===== src/thtu_pkg.sv =====
// Shared types and constants for the timed hysteresis trigger.
`default_nettype none

package thtu_pkg;

    localparam int TIME_W  = 63;
    localparam int VALUE_W = 32;
    localparam int DELAY_W = 48;
    localparam int CFG_W   = 48;

    localparam int IN_TDATA_W  = 224;
    localparam int OUT_TDATA_W = 128;

    // Configuration register indexes
    typedef enum logic [1:0] {
        REG_RISE_LEVEL = 2'd0,
        REG_FALL_LEVEL = 2'd1,
        REG_ON_DELAY   = 2'd2,
        REG_OFF_DELAY  = 2'd3
    } cfg_reg_t;

    // Item kinds carried in tuser
    localparam logic KIND_SAMPLE = 1'b0;
    localparam logic KIND_LOAD   = 1'b1;

    typedef struct packed {
        logic signed [VALUE_W-1:0] rise_level;
        logic signed [VALUE_W-1:0] fall_level;
        logic        [DELAY_W-1:0] on_delay;
        logic        [DELAY_W-1:0] off_delay;
    } cfg_t;

    typedef struct packed {
        logic                      kind;
        logic        [TIME_W-1:0]  sample_time;
        logic signed [VALUE_W-1:0] sample_value;
        logic                      load_active;
        logic        [TIME_W-1:0]  load_switch_time;
        logic        [TIME_W-1:0]  load_edge_time;
    } item_t;

    typedef struct packed {
        logic              active;
        logic [TIME_W-1:0] switch_time;
        logic [TIME_W-1:0] edge_time;
    } result_t;

    // Present trigger and arming state, seen by the top level
    typedef struct packed {
        logic trigger;
        logic rise_armed;
        logic fall_armed;
    } status_t;

endpackage

`default_nettype wire


===== src/thtu_cfg.sv =====
// Configuration register file: thresholds and dwell delays.
`default_nettype none

module thtu_cfg (
    input  wire logic                        clk,
    input  wire logic                        rst_n,
    input  wire logic                        cfg_valid,
    output logic                             cfg_ready,
    input  wire logic [1:0]                  cfg_index,
    input  wire logic [thtu_pkg::CFG_W-1:0]  cfg_data,
    output thtu_pkg::cfg_t                   cfg
);

    thtu_pkg::cfg_t cfg_reg;
    thtu_pkg::cfg_t cfg_next;

    assign cfg_ready = 1'b1;
    assign cfg       = cfg_reg;

    always_comb
    begin
        cfg_next = cfg_reg;
        if (cfg_valid)
        begin
            unique case (thtu_pkg::cfg_reg_t'(cfg_index))
                thtu_pkg::REG_RISE_LEVEL:
                    cfg_next.rise_level = cfg_data[thtu_pkg::VALUE_W-1:0];
                thtu_pkg::REG_FALL_LEVEL:
                    cfg_next.fall_level = cfg_data[thtu_pkg::VALUE_W-1:0];
                thtu_pkg::REG_ON_DELAY:
                    cfg_next.on_delay   = cfg_data[thtu_pkg::DELAY_W-1:0];
                thtu_pkg::REG_OFF_DELAY:
                    cfg_next.off_delay  = cfg_data[thtu_pkg::DELAY_W-1:0];
                default:
                    cfg_next = cfg_reg;
            endcase
        end
    end

    always_ff @(posedge clk or negedge rst_n)
    begin
        if (!rst_n)
        begin
            cfg_reg <= '0;
        end
        else
        begin
            cfg_reg <= cfg_next;
        end
    end

endmodule

`default_nettype wire


===== src/thtu_core.sv =====
// Trigger state and the combinational update for one sample or load beat.
`default_nettype none

module thtu_core (
    input  wire logic            clk,
    input  wire logic            rst_n,
    input  wire logic            step_en,
    input  wire thtu_pkg::item_t item,
    input  wire thtu_pkg::cfg_t  cfg,
    output thtu_pkg::result_t    result,
    output thtu_pkg::status_t    status
);

    localparam int T = thtu_pkg::TIME_W;

    logic         trigger_reg,     trigger_next;
    logic [T-1:0] switch_time_reg, switch_time_next;
    logic [T-1:0] edge_time_reg,   edge_time_next;
    logic         rise_armed_reg,  rise_armed_next;
    logic         fall_armed_reg,  fall_armed_next;
    logic [T-1:0] rise_start_reg,  rise_start_next;
    logic [T-1:0] fall_start_reg,  fall_start_next;

    logic                            armed;
    logic                            crossed;
    logic [T-1:0]                    start;
    logic [thtu_pkg::DELAY_W-1:0]    delay;
    logic [T:0]                      elapsed;
    logic                            reached;

    // Only the side facing away from the present trigger state is live
    always_comb
    begin
        armed   = trigger_reg ? fall_armed_reg : rise_armed_reg;
        crossed = trigger_reg ? (item.sample_value <= cfg.fall_level)
                              : (item.sample_value >= cfg.rise_level);
        start   = armed ? (trigger_reg ? fall_start_reg : rise_start_reg)
                        : item.sample_time;
        delay   = trigger_reg ? cfg.off_delay : cfg.on_delay;
        elapsed = {1'b0, item.sample_time} - {1'b0, start};
        // Borrow out means time ran backwards: never a switch
        reached = !elapsed[T] &&
                  (elapsed[T-1:0] >= {{(T-thtu_pkg::DELAY_W){1'b0}}, delay});
    end

    always_comb
    begin
        trigger_next     = trigger_reg;
        switch_time_next = switch_time_reg;
        edge_time_next   = edge_time_reg;
        rise_armed_next  = rise_armed_reg;
        fall_armed_next  = fall_armed_reg;
        rise_start_next  = rise_start_reg;
        fall_start_next  = fall_start_reg;
        if (item.kind == thtu_pkg::KIND_LOAD)
        begin
            trigger_next     = item.load_active;
            switch_time_next = item.load_switch_time;
            edge_time_next   = item.load_edge_time;
        end
        else if (!trigger_reg)
        begin
            fall_armed_next = 1'b0;
            if (crossed)
            begin
                rise_armed_next = 1'b1;
                rise_start_next = start;
                if (reached)
                begin
                    trigger_next     = 1'b1;
                    switch_time_next = item.sample_time;
                    edge_time_next   = start;
                end
            end
        end
        else
        begin
            rise_armed_next = 1'b0;
            if (crossed)
            begin
                fall_armed_next = 1'b1;
                fall_start_next = start;
                if (reached)
                begin
                    trigger_next     = 1'b0;
                    switch_time_next = item.sample_time;
                    edge_time_next   = start;
                end
            end
        end
    end

    always_ff @(posedge clk or negedge rst_n)
    begin
        if (!rst_n)
        begin
            trigger_reg     <= 1'b0;
            switch_time_reg <= '0;
            edge_time_reg   <= '0;
            rise_armed_reg  <= 1'b0;
            fall_armed_reg  <= 1'b0;
            rise_start_reg  <= '0;
            fall_start_reg  <= '0;
        end
        else if (step_en)
        begin
            trigger_reg     <= trigger_next;
            switch_time_reg <= switch_time_next;
            edge_time_reg   <= edge_time_next;
            rise_armed_reg  <= rise_armed_next;
            fall_armed_reg  <= fall_armed_next;
            rise_start_reg  <= rise_start_next;
            fall_start_reg  <= fall_start_next;
        end
    end

    assign result.active      = trigger_next;
    assign result.switch_time = switch_time_next;
    assign result.edge_time   = edge_time_next;

    assign status.trigger    = trigger_reg;
    assign status.rise_armed = rise_armed_reg;
    assign status.fall_armed = fall_armed_reg;

endmodule

`default_nettype wire


===== src/timed_hysteresis_trigger_unit.sv =====
// Top level: stream ports, input register, trigger core and result register.
`default_nettype none

// Schmitt trigger with dwell time. Every input beat (a timestamped sample or
// a state load, selected by s_axis_tuser) yields exactly one result beat that
// carries the trigger state after that item. The unit takes one beat per
// clock and keeps that rate while the result register is drained every cycle;
// each beat passes the input register, then the result register, before the
// output handshake. The rate is set by the state update, one 64-bit subtract
// and 63-bit compare per item. Configuration writes are always ready and take
// effect on the next cycle; there is no clearing pass after reset.
module timed_hysteresis_trigger_unit (
    input  wire logic                              clk,
    input  wire logic                              rst_n,
    // configuration write channel
    input  wire logic                              cfg_valid,
    output logic                                   cfg_ready,
    input  wire logic [1:0]                        cfg_index,
    input  wire logic [thtu_pkg::CFG_W-1:0]        cfg_data,
    // input stream
    input  wire logic                              s_axis_tvalid,
    output logic                                   s_axis_tready,
    // sample_time[62:0], sample_value[94:63], load_active[95],
    // load_switch_time[158:96], load_edge_time[221:159], zero[223:222]
    input  wire logic [thtu_pkg::IN_TDATA_W-1:0]   s_axis_tdata,
    // kind[0]
    input  wire logic [0:0]                        s_axis_tuser,
    // result stream
    output logic                                   m_axis_tvalid,
    input  wire logic                              m_axis_tready,
    // active[0], switch_time[63:1], edge_time[126:64], zero[127]
    output logic [thtu_pkg::OUT_TDATA_W-1:0]       m_axis_tdata
);

    thtu_pkg::cfg_t     cfg;
    thtu_pkg::item_t    in_item;
    thtu_pkg::item_t    in_item_reg;
    logic               in_valid_reg;
    thtu_pkg::result_t  result;
    thtu_pkg::result_t  out_result_reg;
    logic               out_valid_reg;
    thtu_pkg::status_t  status;
    logic               fire;

    always_comb
    begin
        in_item.kind             = s_axis_tuser[0];
        in_item.sample_time      = s_axis_tdata[62:0];
        in_item.sample_value     = s_axis_tdata[94:63];
        in_item.load_active      = s_axis_tdata[95];
        in_item.load_switch_time = s_axis_tdata[158:96];
        in_item.load_edge_time   = s_axis_tdata[221:159];
    end

    // Advance the held beat whenever the result register is free or draining
    assign fire          = in_valid_reg && (!out_valid_reg || m_axis_tready);
    assign s_axis_tready = !in_valid_reg || fire;

    thtu_cfg u_cfg (
        .clk       (clk),
        .rst_n     (rst_n),
        .cfg_valid (cfg_valid),
        .cfg_ready (cfg_ready),
        .cfg_index (cfg_index),
        .cfg_data  (cfg_data),
        .cfg       (cfg)
    );

    thtu_core u_core (
        .clk     (clk),
        .rst_n   (rst_n),
        .step_en (fire),
        .item    (in_item_reg),
        .cfg     (cfg),
        .result  (result),
        .status  (status)
    );

    always_ff @(posedge clk or negedge rst_n)
    begin
        if (!rst_n)
        begin
            in_valid_reg  <= 1'b0;
            out_valid_reg <= 1'b0;
        end
        else
        begin
            if (s_axis_tready)
            begin
                in_valid_reg <= s_axis_tvalid;
            end
            if (fire)
            begin
                out_valid_reg <= 1'b1;
            end
            else if (m_axis_tready)
            begin
                out_valid_reg <= 1'b0;
            end
        end
    end

    always_ff @(posedge clk)
    begin
        if (s_axis_tready && s_axis_tvalid)
        begin
            in_item_reg <= in_item;
        end
        if (fire)
        begin
            out_result_reg <= result;
        end
    end

    assign m_axis_tvalid = out_valid_reg;
    assign m_axis_tdata  = {1'b0, out_result_reg.edge_time,
                            out_result_reg.switch_time, out_result_reg.active};

    // A held beat waits until it is processed
    a_hold_beat: assert property (@(posedge clk) disable iff (!rst_n)
        in_valid_reg && !fire |=> in_valid_reg)
        else $error("input beat dropped before processing");

    // At most one side is armed
    a_one_armed: assert property (@(posedge clk) disable iff (!rst_n)
        $onehot0({status.rise_armed, status.fall_armed}))
        else $error("rise and fall armed together");

    // A switch on a sample stamps that sample's time
    a_switch_time: assert property (@(posedge clk) disable iff (!rst_n)
        fire && (in_item_reg.kind == thtu_pkg::KIND_SAMPLE) &&
        (result.active != status.trigger)
        |=> m_axis_tdata[63:1] == $past(in_item_reg.sample_time))
        else $error("switch time differs from sample time");

endmodule

`default_nettype wire

===== config.mk =====
export PLATFORM = sky130hd
export DESIGN_NAME = timed_hysteresis_trigger_unit
export DESIGN_NICKNAME = d
export VERILOG_FILES = /design/src/thtu_pkg.sv /design/src/thtu_cfg.sv /design/src/thtu_core.sv /design/src/timed_hysteresis_trigger_unit.sv
export SDC_FILE = /design/constraint.sdc
export NUM_CORES = 1
export LEC_CHECK = 0
export BUFFER_PORTS_ARGS = -buffer_cell sky130_fd_sc_hd__buf_2
export CAP_MARGIN = 15
export CORE_MARGIN = 2
export CORE_UTILIZATION = 25
export CTS_BUF_LIST = sky130_fd_sc_hd__clkbuf_16
export CTS_CLUSTER_DIAMETER = 120
export DETAILED_ROUTE_END_ITERATION = 12
export HOLD_SLACK_MARGIN = 0.05
export SYNTH_ARGS = -nofsm -noshare
export SYNTH_HDL_FRONTEND = slang
export SYNTH_HIERARCHICAL = 1
export SYNTH_SLANG_ARGS = --single-unit

===== constraint.sdc =====
create_clock -name clk -period 14.2 [get_ports clk]
set_input_delay 1.42 -clock clk [delete_from_list [all_inputs] [get_ports clk]]
set_output_delay 1.42 -clock clk [all_outputs]
set_load 0.02 [all_outputs]

# After elaboration in Yosys (flattened, before gate mapping)

Index checks and enable logic that the tools add are counted.

Register bits: 767
Input bits: 280
Output and inout port bits: 131

Add/sub/neg operators: 1
Magnitude comparators: 3
Eq/ne operators: 4
Multiplexer cells: 22
Bitwise logic cells: 2
Reduce and logical (&&, ||, !) cells: 19

Operators by type and width:

| operator                                             | number |
|---|---|
| 2-to-1 mux 63 bit                                    | 8 |
| subtractor 63 x 63 -> 64 bit                         | 1 |
| >= comparator 63 x 48 -> 1 bit                       | 1 |
| 2-to-1 mux 48 bit                                    | 1 |
| >= comparator 32 bit                                 | 1 |
| less-or-equal comparator 32 bit                      | 1 |
| 2-to-1 mux 1 bit                                     | 13 |
| AND reduction 2 bit                                  | 4 |
| AND reduction 4 bit                                  | 2 |
| AND reduction 3 bit                                  | 2 |
| equality test 2 bit (second input constant)          | 2 |
| nonzero test 2 bit                                   | 2 |
| logical AND 1 bit                                    | 3 |
| logical NOT 1 bit                                    | 3 |
| equality test 2 x 1 -> 1 bit (second input constant) | 1 |
| logical NOT 2 bit                                    | 1 |
| logical OR 1 bit                                     | 2 |
| inequality test 2 bit (second input constant)        | 1 |
| inverter 1 bit                                       | 2 |

# Depth between registers and ports, before layout

Gate-level depths: netlist (run 1).

Depth in word-level cells: 9
Depth in mapped cells: 33
Depth with buffers taken out: 29

# Hierarchy

Netlist (run 1), hierarchy kept.

By module, submodules not included:

| module                        | instances | cells an instance | area each (µm²) | seq. area each (µm²) |
|---|---|---|---|---|
| thtu_core                     | 1         | 2760              | 22320.2         | 6381.1 |
| timed_hysteresis_trigger_unit | 1         | 360               | 10625.2         | 10560.1 |
| thtu_cfg                      | 1         | 342               | 5954.5          | 4003.8 |

# Least setup slack after synthesis (run 1)

Ideal clock, no wire load.

Kind: reg2reg
From: register u_core.trigger_reg
To: register out_result_reg, in the netlist m_axis_tdata[0], data pin
Setup time: 0.251 ns
Data arrival time: 6.554 ns
Required time: 13.949 ns
Path slack: 7.395 ns
Cell stages (with the launch flop): 32
Path buffers: 6
Clock period less this slack: 6.805 ns
Cells stage by stage: dfrtp_1 -> clkbuf_1 -> mux2i_1 -> clkbuf_1 -> clkbuf_1 -> a21oi_1 -> ha_1 -> buf_2 -> nand4_1 -> a2111oi_2 -> o21ai_1 -> a2111oi_4 -> nor2_1 -> nor3_1 -> nor2_1 -> o21ba_2 -> xnor2_1 -> ha_1 -> a2111oi_0 -> o21ai_0 -> a221oi_1 -> o22ai_1 -> a211oi_1 -> nand3_1 -> nor3_1 -> nand4_1 -> nor4_4 -> and3_1 -> buf_6 -> nor4_1 -> a221o_1 -> buf_4

Cells in the longest elaborated chain, start to end: 9
Elaborated cells between the ends (all ways): 15
Those cells by class: add/sub (1); order compare (1); mux (11); reduce/logical (2)

Ends and longest elaborated chain:

| what                                                                | RTL line                             | source |
|---|---|---|
| from (decl)                                                         | thtu_core.sv:16                      | `logic trigger_reg, trigger_next;` |
| from (signal assigned)                                              | thtu_core.sv:107                     | `trigger_reg <= trigger_next;` |
| 2-to-1 mux 63 bit or 2-to-1 mux 1 bit (tied branches)               | thtu_core.sv:37, thtu_core.sv:34     |  |
| 2-to-1 mux 63 bit                                                   | thtu_core.sv:37                      | `start = armed ? (trigger_reg ? fall_start_reg : rise_start_reg)` |
| subtractor 63 x 63 -> 64 bit                                        | thtu_core.sv:40                      | `elapsed = {1'b0, item.sample_time} - {1'b0, start};` |
| >= comparator 63 x 48 -> 1 bit or logical NOT 1 bit (tied branches) | thtu_core.sv:43, thtu_core.sv:42     |  |
| logical AND 1 bit                                                   | thtu_core.sv:42                      | `reached = !elapsed[T] &&` |
| 2-to-1 mux 1 bit, on equally long branches                          | thtu_core.sv:68, thtu_core.sv:83     |  |
| 2-to-1 mux 1 bit, on equally long branches                          | thtu_core.sv:64, thtu_core.sv:79     |  |
| 2-to-1 mux 1 bit *                                                  | thtu_core.sv:61                      | `else if (!trigger_reg)` |
| 2-to-1 mux 1 bit *                                                  | thtu_core.sv:55                      | `if (item.kind == thtu_pkg::KIND_LOAD)` |
| via u_core.trigger_next                                             | thtu_core.sv:16                      |  |
| to (signal assigned)                                                | timed_hysteresis_trigger_unit.sv:111 | `out_result_reg <= result;` |
| to (decl)                                                           | timed_hysteresis_trigger_unit.sv:40  | `thtu_pkg::result_t out_result_reg;` |

The timed path passes the listed nets; every way through them passes the cells marked *.
A chain may end at the register's enable or synchronous reset.

==> key figures, run 1 <==
Worst setup path
  – Startpoint Class: flip-flop
  – Worst path slowest cell: mux2i_4
  – Arr. time, crit path: 10.73 ns
  – Worst Setup End Kind: flip-flop
  – Maximum fanout along the worst path: 134
  – Crit-path max cell delay: 0.96 ns
  – Crit Path Class: flip-flop to flip-flop
  – CP most frequent cell: nor2_1
  – Critical path required time: 14.61 ns

Yosys
  – Cell Area, Synth: 38,900 um^2
  – Syn_area_per_cell: 11.2 um^2
  – Synth warnings: 6
  – Syn nets: 3,916
  – Post-Syn Instances: 3,459

Global routing
  – Number of global-route vias before repair: 28.5k
  – Largest net degree at the start of global routing: 224
  – Initial antenna violation count: 54
  – First-pass GRT wire length: 189,000 um
  – GRT Util Overall: 15.9%
  – Grt ovf: 0

Detailed routing
  – Via count: 29.6k
  – DR iter-0 viols: 2,441
  – WL/cell: 22.0 um
  – Antenna Nets Post-Route: 0
  – Detailed-router iteration count before antenna repair: 6
  – DRT Wirelength: 130,000 um
  – Drt drc: 0
  – Via-to-Cell Ratio: 5.00

Run status
  – Outcome: complete, no violations

STA
  – Maximum clock frequency: 0.0969 GHz
  – Slew Limit Fails: 0
  – Final hold vios: 0
  – Skew final: 0.0715 ns
  – Worst Tran Pin Value: 1.05 ns
  – Setup TNS: 0 ns
  – RSZ-0062 raised after global routing: false
  – Final setup viols: 0
  – Tmin final: 10.32 ns
  – Setup WS post-layout: 3.88 ns
  – Max_slew headroom: 28.2%
  – Period utilization: 72.7%

CTS
  – Clock slew at reported path FFs: 0.06 ns
  – CTS tree: yes
  – Setup bufs post-CTS: 0
  – TritonCTS Buffers: 93
  – Max Buffers Root-to-Sink: 3
  – H-tree levels: 3
  – PostCTS Resize Cnt: 0
  – Clock Sinks: 767
  – Clock Root Buffer: clkbuf_16
  – Post-CTS Hold Buffers: 0
  – Clk Latency, worst-skew pair: 0.73 ns

Power and ir drop
  – Sw Ratio: 42.5%
  – Seq pwr share: 31.0%
  – Sw Pwr: 4.51 mW
  – P_int: 6.10 mW
  – Combinational share of power: 46.6%
  – Worst IR Drop VDD: 0.000189 V
  – Static leakage: 18.6 nW
  – Clock share of power: 22.4%
  – Pwr dens: 231 nW/um^2

Die
  – Initial Util: 25.2%
  – Row Count: 144
  – Die area: 159,000 um^2
  – Die height: 398 um
  – Die W: 398 um
  – IO Count: 411
  – Core area: 154,000 um^2

Placement
  – Hpwl dp: 91,700 um
  – Gpl congestion: 0.891
  – Worst slack, placed: 3.99 ns
  – Port Buffers: 406

Finish
  – Share of layout cells above drive strength 1: 20.1%
  – Synthesis-to-finish area growth: 18.0%
  – Max reg flops: 223
  – Nets: 4,215

Hold path
  – Hold WC Path Type: flip-flop to flip-flop

Run
  – Max Cap Viol: 0
-- power groups by stage --
stage               Sequential (mW)  Clock, mW  Combinational [mW]
CTS                            3.29       2.44                4.92
global placement               3.30          0                4.81
detailed placement             3.33          0                4.90
global route                   3.35       2.53                5.46
floorplan                      3.33          0                3.46
finish                         3.29       2.38                4.94
-- through the flow --
step | total power, mW | cell area [um^2] | hold WS, ns | cells | utilization [%]
2_1_floorplan | 6.79 | 38900 | 0.449 | 3459 | -
3_3_place_gp | 8.11 | 42700 | 0.460 | 5707 | 27.7
3_5_place_dp | 8.22 | 42700 | 0.469 | 5707 | 27.7
4_1_cts | 10.6 | 45800 | 0.482 | 5881 | 29.7
5_1_grt | 11.3 | 45800 | 0.501 | 5895 | 29.7
6_report | 10.6 | 45900 | 0.478 | 5907 | 29.7
-- metal layers --
layer  track usage (%)  wire [um]  vias to the layer above  part of all wire, %
li1                  -          -                    13600                    -
met3              4.47      10300                      269                  8.0
met2              24.2      58100                     1014                   45
met4              6.06       4650                       36                  3.6
met1              21.4      56500                    14600                   44
met5                 0        222                        -                 0.17
-- critical path, delay by kind of cell, from the launching register on --
family	cells	cell delay [ns]
and+or+nand+nor	11	2.90
adders and majority gates	2	0.62
buffers and inverters	2	1.08
muxes	1	0.96
xor gates and xnor gates	1	0.18
AOI/OAI and AO/OA	11	3.33
DFF	1	0.77
-- cells in the final DEF, fill, tap and decap left out, drive strengths merged, types with 9 or more instances in the layout --
master / instances
nand2b: 16
a21o: 48
or3: 9
inv: 179
nor3: 29
a22oi: 127
a21oi: 184
nand2: 342
dfrtp: 417
o311ai: 251
nor2: 131
nand3: 27
xor2: 20
edfxtp: 350
nand4: 43
o21bai: 13
xnor2: 28
buf: 441
o21ai: 319
clkbuf: 97
diode: 26
mux2i: 118
o21a: 14
mux2: 162
nor2b: 135
a211oi: 9
ha: 176
clkinv: 38
-- worst paths after layout --
check                                                       from                                    end  slack [ns]  depth (start not counted)
max                               u_core/trigger_reg$_DFFE_PN0P_             m_axis_tdata[14]$_DFFE_PP_        3.88                         28
min                        u_core/fall_start_reg[10]$_DFFE_PN0P_  u_core/fall_start_reg[10]$_DFFE_PN0P_        0.48                          2
max reg2reg                       u_core/trigger_reg$_DFFE_PN0P_             m_axis_tdata[14]$_DFFE_PP_        3.88                         28
min reg2reg                u_core/fall_start_reg[10]$_DFFE_PN0P_  u_core/fall_start_reg[10]$_DFFE_PN0P_        0.48                          2
max in group asynchronous                                  rst_n   u_core/edge_time_reg[45]$_DFFE_PN0P_       11.09                          3
min in group asynchronous                                  rst_n   u_core/rise_start_reg[4]$_DFFE_PN0P_        0.77                          1
-- layout make-up --
type / instances / area, um^2
tap: 2044 / 2560
clock buffer: 97 / 2430
fill: 15900 / 108000
clock inverter: 77 / 642
timing repair buffer: 441 / 2340
inverter: 150 / 566
antenna: 26 / 65.1
sequential: 767 / 20900
multi-input combinational: 2305 / 16300
No activity file was read; power rests on OpenSTA's default activity.
==> inputs of run 2 (changes only) <==
--- a/config.mk
+++ b/config.mk
@@ -5,6 +5,7 @@
 export SDC_FILE = /design/constraint.sdc
 export NUM_CORES = 1
 export LEC_CHECK = 0
+export ABC_AREA = 1
 export BUFFER_PORTS_ARGS = -buffer_cell sky130_fd_sc_hd__buf_2
 export CAP_MARGIN = 15
 export CORE_MARGIN = 2
==> constraint.sdc (replaced) <==
create_clock -name clk -period 8.6 [get_ports clk]
set_input_delay 0.86 -clock clk [delete_from_list [all_inputs] [get_ports clk]]
set_output_delay 0.86 -clock clk [all_outputs]
set_load 0.02 [all_outputs]
==> run 2 against run 1 <==
Cell area grew 2.7%. Sequential share of layout area fell by 1.2 points. Clock power up 61%. Synthesized cell count increased by 38%. Clock-buffer cell count down 3. Largest cell class unchanged. Worst hold slack worse by 0.26 ns. Critical endpoint is now m_axis_tdata[89]$_DFFE_PP_. Routed wire length up 2.5%. First-iteration DRC count rose by 22%. Non-clock buffer count grew 5. Worst setup slack got worse by 2.4 ns.
==> key figures, run 2 <==
Worst setup path
  – Crit Path Class: flip-flop to flip-flop
  – Reg2Reg Setup Slack: 1.44 ns
  – CP most frequent cell: nand2_1
  – R2r endpoint: m_axis_tdata[89]$_DFFE_PP_
  – Maximum fanout along the worst path: 75
  – Worst reg2reg path depth: 28
  – Startpoint Class: flip-flop
  – Arr. time, crit path: 7.62 ns
  – Worst Setup End Kind: flip-flop
  – Crit-path max cell delay: 0.97 ns
  – Worst path slowest cell: o21ai_0
  – Critical path required time: 9.07 ns
  – Crit path to: m_axis_tdata[89]$_DFFE_PP_
  – Critical path startpoint: u_core/trigger_reg$_DFFE_PN0P_
  – Worst reg2reg startpoint: u_core/trigger_reg$_DFFE_PN0P_

Detailed routing
  – WL/cell: 18.4 um
  – DR iter-0 viols: 2,975
  – Antenna Nets Post-Route: 0
  – Via-to-Cell Ratio: 4.63
  – Via count: 33.5k
  – Detailed-router iteration count before antenna repair: 6
  – Drt drc: 0
  – DRT Wirelength: 133,000 um

Placement
  – Port Buffers: 406
  – # placed instances: 7,065
  – Gpl congestion: 0.912
  – Post-DP Area: 44,100 um^2
  – Worst slack, placed: 1.52 ns
  – Hpwl dp: 93,400 um

Global routing
  – Grt ovf: 0
  – GRT Util Overall: 15.9%
  – Initial antenna violation count: 40
  – Number of global-route vias before repair: 32.2k
  – First-pass GRT wire length: 199,000 um
  – Largest net degree at the start of global routing: 175

Finish
  – Commonest non-fill, non-tap cells in the layout: nand2_1, inv_1, dfrtp_1
  – Max reg flops: 223
  – Final cell count without fillers: 7,240
  – Nets: 5,543
  – Design Area, Final: 47,100 um^2
  – Share of layout cells above drive strength 1: 13.0%
  – Synthesis-to-finish area growth: 17.5%
  – Most common cell after layout, fill and taps aside: nand2_1

STA
  – RSZ-0062 raised after global routing: false
  – Setup TNS: 0 ns
  – Maximum clock frequency: 0.140 GHz
  – Final hold vios: 0
  – Max_slew headroom: 26.3%
  – Slew Limit Fails: 0
  – Final setup viols: 0
  – Worst Tran Pin Value: 1.11 ns
  – Tmin final: 7.16 ns
  – Skew final: 0.0620 ns
  – Period utilization: 83.2%
  – Setup WS post-layout: 1.44 ns

Yosys
  – Post-Syn Instances: 4,771
  – Syn nets: 5,228
  – Synth warnings: 6
  – Cell Area, Synth: 40,100 um^2
  – Syn_area_per_cell: 8.40 um^2

CTS
  – Post-CTS Hold Buffers: 0
  – Clk Latency, worst-skew pair: 0.73 ns
  – Max Buffers Root-to-Sink: 3
  – PostCTS Resize Cnt: 0
  – Setup bufs post-CTS: 0
  – Clock slew at reported path FFs: 0.07 ns
  – H-tree levels: 3
  – TritonCTS Buffers: 91
  – Clock Root Buffer: clkbuf_16
  – Clock Sinks: 767
  – CTS tree: yes

Run
  – Max Cap Viol: 0

Power and ir drop
  – Total power: 17.0 mW
  – Static leakage: 23.0 nW
  – Worst IR Drop VDD: 0.000222 V
  – Pwr dens: 362 nW/um^2

Die
  – IO Count: 411
  – Core area: 159,000 um^2
  – Die W: 404 um
  – Die height: 404 um
  – Row Count: 146
  – Die area: 164,000 um^2
  – Initial Util: 25.3%

Run status
  – Outcome: complete, no violations

Hold path
  – Hold WC Path Type: primary input to async pin
-- run 2: cell types whose count changed in the layout (fill, tap and decap cells not counted), sizes merged, moves of 135 or more --
cell,delta
nand3,+384
inv,+354
mux2,-162
nand2,+1543
nor2b,-135
o311ai,-251
-- run 2: worst max-delay path: cells and delay by family (launching register included) --
family          cells  cell delay (ns)
simple gates       21             3.02
flops               1             0.70
buf+inv             3             0.90
fa+ha+maj           2             0.69
xor+xnor            1             0.46
compound gates      1             0.97
-- run 2: how the worst min path moves through the flow --
stage / end / cells after the start
after floorplan: u_cfg/cfg[49]$_DFFE_PN0P_ / 2
after global placement: u_cfg/cfg[76]$_DFFE_PN0P_ / 2
after detailed placement: u_cfg/cfg[74]$_DFFE_PN0P_ / 2
after CTS: u_core/rise_start_reg[61]$_DFFE_PN0P_ / 1
after global routing: u_core/rise_start_reg[61]$_DFFE_PN0P_ / 1
final: u_core/rise_start_reg[61]$_DFFE_PN0P_ / 1
-- run 2: layout make-up --
| class | instances | area (um^2) |
|---|---|---|
| Sequential cell | 767 | 20900 |
| Fill cell | 16800 | 112000 |
| Clock inverter | 74 | 602 |
| Tap cell | 2072 | 2590 |
| Timing Repair Buffer | 446 | 2420 |
| Inverter | 502 | 1900 |
| Multi-Input combinational cell | 3278 | 16300 |
| Clock buffer | 94 | 2350 |
| Antenna cell | 7 | 17.5 |
-- run 2: metrics by stage --
step           hold slack (ns)  util (%)
6_report                 0.219      29.7
5_1_grt                  0.243      29.7
4_1_cts                  0.191      29.7
3_5_place_dp             0.457      27.8
3_3_place_gp             0.452      27.8
2_1_floorplan            0.441         -
-- run 2: power breakdown --
group | internal (mW) | switching (mW) | total [mW]
Clock | 2.15 | 1.67 | 3.82
Combinational | 2.51 | 5.50 | 8.01
Sequential | 4.77 | 0.445 | 5.22
Total | 9.43 | 7.61 | 17.0
-- run 2: routing by layer --
| layer | track usage [%] | vias up | routed length [um] |
|---|---|---|---|
| li1 | - | 16200 | - |
| met1 | 22.2 | 16100 | 60600 |
| met2 | 24.9 | 1004 | 60100 |
| met3 | 3.15 | 228 | 8640 |
| met4 | 4.46 | 26 | 3640 |
| met5 | 0 | - | 168 |
